[config.mk]
export PLATFORM = sky130hd
export DESIGN_NAME = mapt_row_mem
export DESIGN_NICKNAME = d
export VERILOG_FILES = /design/src/rtl/core/mapt_pkg.sv /design/src/rtl/core/mapt_row_mem.sv
export SDC_FILE = /design/constraint.sdc
export NUM_CORES = 1
export LEC_CHECK = 0
export BUFFER_PORTS_ARGS = -buffer_cell sky130_fd_sc_hd__buf_4
export CORE_MARGIN = 5
export CORE_UTILIZATION = 40
export CTS_CLUSTER_SIZE = 16
export DETAILED_ROUTE_END_ITERATION = 7
export PLACE_DENSITY_LB_ADDON = 0.25
export SLEW_MARGIN = 0
export SYNTH_ARGS = -nofsm -noshare
export SYNTH_HDL_FRONTEND = slang
export SYNTH_SLANG_ARGS = --single-unit
[constraint.sdc]
create_clock -name clk -period 12.6 [get_ports clk]
set_input_delay 1.89 -clock clk [delete_from_list [all_inputs] [get_ports clk]]
set_output_delay 1.89 -clock clk [all_outputs]
set_load 0.01 [all_outputs]
[src/rtl/core/mapt_pkg.sv]
// Shared types, constants and helpers of the encoder position tracker.
package mapt_pkg;

  localparam int MOTORS = 8;
  localparam int AXW    = (MOTORS > 1) ? $clog2(MOTORS) : 1;

  localparam int PPR_W = 21;
  localparam int CNT_W = 25;
  localparam int PPD_W = 31;
  localparam int AGE_W = 32;

  localparam logic [PPR_W-1:0] PPR_RESET = PPR_W'(10000);
  localparam logic [CNT_W-1:0] CNT_RESET = CNT_W'(131072);
  localparam logic [PPD_W-1:0] PPD_RESET = PPD_W'(1820444);
  localparam logic [AGE_W-1:0] AGE_RESET = AGE_W'(100);

  localparam int MUL_STEPS = (PPR_W + 1) / 2;
  localparam int MUL_W     = 2 * MUL_STEPS;
  localparam int DIV_STEPS = 32;
  localparam int STEP_W    = $clog2(DIV_STEPS);

  typedef enum logic [1:0] {
    REQ_UPDATE  = 2'd0,
    REQ_CAPTURE = 2'd1,
    REQ_GET     = 2'd2,
    REQ_TICK    = 2'd3
  } req_t;

  typedef enum logic [1:0] {
    STAT_OK        = 2'd0,
    STAT_BAD_MOTOR = 2'd1,
    STAT_NOT_READY = 2'd2
  } status_t;

  typedef enum logic [1:0] {
    CFG_PPR     = 2'd0,
    CFG_COUNTS  = 2'd1,
    CFG_PPD     = 2'd2,
    CFG_MAX_AGE = 2'd3
  } cfg_idx_t;

  typedef enum logic [2:0] {
    ST_IDLE,
    ST_READ,
    ST_WAIT,
    ST_CALC,
    ST_FINISH
  } top_state_t;

  typedef enum logic [2:0] {
    PU_IDLE,
    PU_PREP,
    PU_SUM,
    PU_MUL,
    PU_DIV,
    PU_SAT
  } pu_state_t;

  typedef struct packed {
    logic        fb_valid;
    logic [17:0] encoder;
    logic        turn_bit;
    logic [15:0] revs;
    logic [31:0] tick;
    logic [31:0] zero_point;
    logic        zero_valid;
  } row_t;

  typedef struct packed {
    logic           rd_en;
    logic [AXW-1:0] rd_addr;
    logic           wr_en;
    logic [AXW-1:0] wr_addr;
    row_t           wr_row;
  } mem_req_t;

  function automatic logic signed [31:0] sat32(input logic signed [33:0] v);
    logic signed [31:0] r;
    if (v > 34'sh0_7FFF_FFFF) begin
      r = 32'sh7FFF_FFFF;
    end else if (v < -34'sh0_8000_0000) begin
      r = 32'sh8000_0000;
    end else begin
      r = v[31:0];
    end
    return r;
  endfunction

endpackage

[src/rtl/core/mapt_row_mem.sv]
// Per-axis row memory: synchronous read, one write port, reset-cleared row valid bits.
module mapt_row_mem (
  input  logic               clk,
  input  logic               rst,
  input  mapt_pkg::mem_req_t req,
  output mapt_pkg::row_t     rd_row
);
  import mapt_pkg::*;

  row_t             rows [MOTORS];
  row_t             rd_data;
  logic [MOTORS-1:0] vld;
  logic             rd_vld;

  always_ff @(posedge clk) begin
    if (req.wr_en) begin
      rows[req.wr_addr] <= req.wr_row;
    end
    if (req.rd_en) begin
      rd_data <= rows[req.rd_addr];
    end
  end

  always_ff @(posedge clk) begin
    if (rst) begin
      vld    <= '0;
      rd_vld <= 1'b0;
    end else begin
      if (req.wr_en) begin
        vld[req.wr_addr] <= 1'b1;
      end
      if (req.rd_en) begin
        rd_vld <= vld[req.rd_addr];
      end
    end
  end

  assign rd_row = rd_vld ? rd_data : '0;

endmodule

After elaboration in Yosys (flattened, before gate mapping)
Memories as Yosys holds them, arrays and structs flattened. A register that Yosys moved wholly into a read port is not among the register bits.
Cells that the tools add are included.
{"block": "word_totals", "ff_bits": 9, "mem_bits_rw": 808, "input_bits": 111, "output_inout_bits": 101, "elab_cells": 15, "n_memories": 1}
{"memory": "rows", "words": 8, "word_bits": 101, "read_ports": 1, "rd_clocked_by_memory_dff": 1, "write_ports": 1, "line_no": "mapt_row_mem.sv:10", "rtl": "row_t rows [MOTORS];"}
{"block": "op_classes", "magnitude_cmp": 3, "muxes": 7, "n_bitwise": 1, "reduce_logical": 1}
{"operator": "2-to-1 mux 101 bit", "count": 1}
{"operator": "less-than comparator 3 x 4 -> 1 bit (second input constant)", "count": 2}
{"operator": "OR 8 bit", "count": 1}
{"operator": "2-to-1 mux 1 bit", "count": 4}
{"operator": "binary-select mux 1 bit (select 3 bit)", "count": 1}
{"operator": "demux 1 bit (select 3 bit)", "count": 1}
{"operator": ">= comparator 3 x 1 -> 1 bit (second input constant)", "count": 1}
{"operator": "logical AND 1 bit", "count": 1}

Longest topological paths before layout
Gate-level depths: netlist of run 1.
{"block": "depth", "ltp_word": 5, "depth_mapped": 5}

Least setup slack after synthesis of run 1
OpenSTA, ideal clock, no wires.
{"block": "synth_path", "path_kind": "input to register", "from": "input port req[101] (netlist name)", "to": "memory rows[0][0] (netlist name), enable pin", "arrival_time_ps": 12478, "t_required_ps": 11748, "slack_ps": -730, "path_stages": 1, "path_buffers": 0, "cell_sequence": "nor4b_1"}
{"item": "from (decl)", "line_no": "mapt_row_mem.sv:5", "rtl": "input mapt_pkg::mem_req_t req,"}
{"item": "to (decl)", "line_no": "mapt_row_mem.sv:10"}
Straight into the memory's write port.

==> results by group, run 1 <==
Timing
  – Fmax: 222.2 MHz
  – Clock Skew: 16.17 ps
  – Final setup viols: 0
  – Slew @ Worst Pin: 1051 ps
  – Final Max Tran Viols: 0
  – RSZ-0062 raised after global routing: no
  – Final worst-path cycle share: 35.71%
  – Final Critical Period: 4500 ps
  – Setup TNS: 0 ps
  – Final Hold Fails: 0
  – Relative slew slack: 29.97%

Cells and area
  – Filler Cells Inserted: 7119
  – Register Area: 27480 µm²
  – Fraction of layout cells with a size suffix above 1: 38.95%
  – Fin nets: 1798
  – Most common cell after layout, fill and taps aside: edfxtp_1
  – Area Overhead vs Synth: 17.12%
  – Most frequent cells in the layout: edfxtp_1, buf_4, mux4_2, and2_1, clkbuf_16
  – Area of the multi-input gates: 6832 µm²

Clocking
  – CTS root buffer: clkbuf_16
  – Clock Pin Slew Worst Setup and Hold Paths: 60 ps
  – Post-CTS Resized: 0
  – Clock Latency Late Sink: 640 ps
  – Clock sink total: 918
  – Max clock buf depth: 3
  – H-tree levels: 3
  – Setup repair bufs after CTS: 0
  – CTS tree: built
  – Post-CTS Hold Fix Bufs: 0
  – CTS Buf Count: 95

Drt
  – DRC errors left: 0
  – WL/cell: 24.80 µm
  – 1st-pass router iterations: 7
  – Via density: 5.147
  – DRT iter0 DRCs: 1025
  – ANT nets after route: 0
  – Routed wire length: 72500 µm
  – Detailed-route via count: 15050

Yosys
  – Yosys top cell area share: 78.54%
  – Synth warn: 0
  – Mapped Nets: 1532
  – Top cells by area, synth: edfxtp_1, mux4_2, mux2_4
  – Synthesized area per cell: 24.46 µm²
  – Post-synthesis instance area: 34750 µm²
  – Cell taking the most area after synthesis: edfxtp_1
  – Syn Inst Count: 1421
  – Seq/Total Area, Yosys: 79.06%
  – Register bit total from synthesis: 918
  – Distinct cells, synth: 22

Min path
  – Worst hold-check path type: reg -> reg

Place
  – Dpl hpwl: 36900 µm
  – IO Port Bufs: 211
  – RePlAce Congestion: 0.6632

Die
  – Die height: 304.8 µm
  – Die width: 304.8 µm
  – Core Rows: 108
  – Core box area: 86480 µm²
  – Die Area: 92880 µm²
  – Initial Utilization: 40.19%
  – Io pins: 212

Outcome
  – Status: finished clean

Power
  – Pwr/cell area: 162.5 nW/µm²
  – Leak: 13.48 nW
  – Maximum VDD drop: 0.1134 mV
  – Power consumption: 0.006614 W

Global route
  – Vias in the first global route: 16450
  – First-pass GRT wire length: 107700 µm
  – Pin count of the biggest net entering global routing: 103
  – Tot GR Track Use: 15.51%
  – Antenna violations before repair: 13
  – Total grt overflow: 0

Critical path
  – CP Max Fanout: 80
  – WP data arrival: 2610 ps
  – CP endpoint kind: output port
  – Critical Path RT: 10710 ps
  – Flop2flop setup slack: 11210 ps
  – Kind of start point of the critical path: register
  – Kind of critical path: reg -> out

Run
  – Max cap viols: 0
-- flip-flops by register name, summed over array words and instances (netlist names) --
| register | cells |
|---|---|
| rd_data | 101 |
| rd_vld | 1 |
| rows | 808 |
| vld | 8 |
-- where the power goes --
part / internal (W) / switching [W] / total [W] / leakage (nW)
clock network: 0.00163 / 0.00112 / 0.00275 / 1.51
registers: 0.00349 / 0.0000270 / 0.00351 / 8.40
logic: 0.000174 / 0.000178 / 0.000352 / 3.56
total: 0.00529 / 0.00133 / 0.00661 / 13.5
-- cell families (layout without fill, tap and decap cells) --
logic type      count (synthesis)  count (layout)  share of synthesized area, %
compound gates                  4               4                        0.1080
buf+inv                        69             412                         1.483
flops                         918             918                         79.06
mux                           308             308                         17.20
other cells                     0               5                             0
simple gates                  122             122                         2.146
-- final cells by class --
class / count / area share, %
Sequential cell: 918 / 67.51
Multi-Input combinational cell: 434 / 16.78
Clock buffer: 113 / 6.163
Timing Repair Buffer: 238 / 4.494
Tap cell: 1155 / 3.550
Clock inverter: 61 / 1.466
Antenna cell: 5 / 0.03074
-- synth_stat cells --
master and count:
a211oi_1 1, mux4_2 203, nor2_1 12, o21ba_2 3
mux2_4 61, dfxtp_1 9, buf_1 4, clkbuf_1 25
buf_12 11, nand2_1 2, buf_6 5, nor3_1 1
nor3b_1 1, nor4bb_1 2, edfxtp_1 909, buf_2 23
mux2i_1 4, nor4b_1 1, mux2_2 40, buf_8 1
and2_1 101, and4b_1 2
-- final timing paths --
kind | start | end | depth (start not counted)
worst min-delay path | vld[0]$_SDFFE_PP0P_ | vld[0]$_SDFFE_PP0P_ | 2
worst max register to register | rows[3][58]$_DFFE_PP_ | rd_data[58]$_DFFE_PP_ | 2
worst min register to register | vld[0]$_SDFFE_PP0P_ | vld[0]$_SDFFE_PP0P_ | 2
worst max-delay path | rd_vld$_SDFFE_PP0P_ | rd_row[21] | 3
-- critical path: stages, from the launching register on --
cell,delay [ps]
dfxtp_4,520
buf_4,870
and2_1,390
buf_4,170
-- routing by layer --
| layer | vias up | track usage, % | share of wire [%] |
|---|---|---|---|
| li1 | 6509 | - | - |
| met1 | 8074 | 21.12 | 43 |
| met2 | 348 | 25.64 | 49 |
| met3 | 105 | 3.430 | 5.4 |
| met4 | 14 | 4.190 | 1.8 |
| met5 | - | 0 | 0.14 |
-- metrics by stage --
stage / std cells / util [%] / setup WS [ps] / hold slack, ps / area, µm²
after global routing: 2921 / 47.06 / 7876 / 499.3 / 40700
after CTS: 2919 / 47.05 / 7924 / 471.1 / 40690
after floorplan: 1421 / - / 160.2 / 439.6 / 34760
after detailed placement: 2745 / 43.46 / 7728 / 457.7 / 37590
after global placement: 2745 / 43.46 / 7760 / 449.0 / 37590
final: 2924 / 47.07 / 8100 / 466.2 / 40700
Note: power is estimated with default switching activity, not from simulation.
==> run 2: changes to the inputs <==
==> constraint.sdc (replaced) <==
create_clock -name clk -period 4.6 [get_ports clk]
set_input_delay 0.69 -clock clk [delete_from_list [all_inputs] [get_ports clk]]
set_output_delay 0.69 -clock clk [all_outputs]
set_load 0.01 [all_outputs]
==> run 2 against run 1 <==
Against the previous run: clock skew grew 8.0 ps; register-to-register slack got worse by 8300 ps; sequential share of layout area shrank 0.50 points; utilization up 0.35 points; routed wire length is 2.6% higher; via count hardly changed; critical path type unchanged; largest power group unchanged.
==> results by group, run 2 (synthesized netlist as in run 1, its figures left out) <==
Timing
  – Hold Slack: 263.1 ps (-203.1 ps)
  – Final Critical Period: 3099 ps
  – Clock Skew: 24.13 ps (+7.951 ps)
  – Slew @ Worst Pin: 957.7 ps (-92.82 ps)
  – Final Max Tran Viols: 0 (unchanged)
  – RSZ-0062 raised after global routing: no
  – Fmax: 322.6 MHz
  – Setup TNS: 0 ps (unchanged)
  – Final worst-path cycle share: 67.38%
  – Final Hold Fails: 0 (unchanged)
  – Final setup viols: 0 (unchanged)
  – Relative slew slack: 36.15% (+6.2 points)

Critical path
  – CP endpoint kind: output port
  – Kind of critical path: reg -> out
  – Flop2flop setup slack: 2890 ps (-8320 ps)
  – CP Max Fanout: 52 (-35%)
  – WP data arrival: 2410 ps (-200 ps)
  – Critical Path RT: 3910 ps (-6800 ps)
  – Kind of start point of the critical path: register

Drt
  – ANT nets after route: 0 (unchanged)
  – 1st-pass router iterations: 5 (-2)
  – DRT iter0 DRCs: 1012 (-1.3%)
  – Via density: 5.133 (-0.28%)
  – Detailed-route via count: 15060 (+0.093%)
  – WL/cell: 25.34 µm (+2.2%)
  – Routed wire length: 74360 µm (+2.6%)
  – DRC errors left: 0 (unchanged)

Die
  – Core box area: 86480 µm² (unchanged)
  – Initial Utilization: 40.19% (unchanged)
  – Die Area: 92880 µm² (unchanged)
  – Core Rows: 108 (unchanged)
  – Io pins: 212 (unchanged)
  – Die height: 304.8 µm (unchanged)
  – Die width: 304.8 µm (unchanged)

Place
  – IO Port Bufs: 211 (unchanged)
  – Dpl cells: 2755 (+0.36%)
  – Dpl hpwl: 38120 µm (+3.3%)
  – RePlAce Congestion: 0.6866 (+3.5%)

Cells and area
  – Finished Layout Cells: 2935 (+0.38%)
  – Top Registers: rows x808, rd_data x101, vld x8
  – Largest Register: rows
  – Final core utilization: 47.42% (+0.35 points)
  – Most common cell after layout, fill and taps aside: edfxtp_1
  – Fraction of layout cells with a size suffix above 1: 39.57% (+0.63 points)
  – Fin nets: 1809 (+0.61%)
  – Max FFs per register: 808 (unchanged)
  – Area Overhead vs Synth: 18.00%
  – Most frequent cells in the layout: edfxtp_1, buf_4, mux4_2, and2_1, clkbuf_16

Clocking
  – Clock Pin Slew Worst Setup and Hold Paths: 60 ps (about the same)
  – CTS tree: built
  – Setup repair bufs after CTS: 0 (unchanged)
  – Clock Latency Late Sink: 650 ps (about the same)
  – Post-CTS Resized: 0 (unchanged)
  – Max clock buf depth: 3 (unchanged)
  – Clock sink total: 918 (unchanged)
  – CTS root buffer: clkbuf_16
  – H-tree levels: 3 (unchanged)
  – CTS Buf Count: 96 (+1.1%)
  – Post-CTS Hold Fix Bufs: 0 (unchanged)

Power
  – Switching Fraction: 20.63% (+0.56 points)
  – Pwr/cell area: 445.2 nW/µm² (+170%)
  – NetSw: 0.003767 W (+180%)
  – Combinational share of power: 5.4% (about the same)
  – Clock power share: 41.9% (+0.3 points)
  – Share of power burned in registers: 52.7% (-0.4 points)
  – P_int: 0.01449 W (+170%)
  – Maximum VDD drop: 0.3153 mV (+180%)
  – Leak: 13.60 nW (+0.92%)

Global route
  – Total grt overflow: 0 (unchanged)
  – Vias in the first global route: 16610 (+0.96%)
  – First-pass GRT wire length: 111100 µm (+3.2%)
  – Antenna violations before repair: 12 (-1)
  – Pin count of the biggest net entering global routing: 103 (unchanged)
  – Tot GR Track Use: 16.04% (+0.52 points)

Run
  – Max cap viols: 0 (unchanged)

Min path
  – Worst hold-check path type: in -> reg

Outcome
  – Status: finished clean
[run 2: final timing paths]
| path | end | start | depth (start not counted) |
|---|---|---|---|
| max | rd_row[65] | rd_vld$_SDFFE_PP0P_ | 3 |
| min | rd_vld$_SDFFE_PP0P_ | rst | 2 |
| max reg2reg | rd_vld$_SDFFE_PP0P_ | rd_vld$_SDFFE_PP0P_ | 3 |
| min reg2reg | vld[6]$_SDFFE_PP0P_ | vld[6]$_SDFFE_PP0P_ | 2 |
[run 2: metal layers]
layer,share of wire (%),track usage (%)
met2,49,26.47
met4,1.8,3.797
met5,0.12,0
met3,5.1,3.548
met1,44,22.09
[run 2: cell type report]
class                           instances  area (µm²)
Clock buffer                          112        2484
Clock inverter                         62       656.9
Tap cell                             1155        1445
Sequential cell                       918       27480
Multi-Input combinational cell        434        6844
Fill cell                            7125       45470
Antenna cell                            6       15.01
Timing Repair Buffer                  248        2083
[run 2: critical path, stage by stage (launching register included)]
cell and delay, ps:
dfxtp_4 810, buf_4 480, and2_1 300, buf_4 160
[run 2: power by group through the flow]
stage	Clock (W)	Sequential, W	Combinational, W
6_report	0.00765	0.00962	0.000985
5_1_grt	0.00823	0.00965	0.00107
4_1_cts	0.00787	0.00963	0.00102
3_5_place_dp	0	0.00980	0.00102
3_3_place_gp	0	0.00979	0.000999
2_1_floorplan	0	0.00978	0.000606
[run 2: through the flow]
stage,setup slack (ps),cell area [µm²],power [W]
after floorplan,-636.4,34810,0.01038
after global placement,1797,37850,0.01079
after detailed placement,1769,37850,0.01082
after CTS,1353,40990,0.01852
after global routing,1301,41000,0.01895
final,1501,41010,0.01826
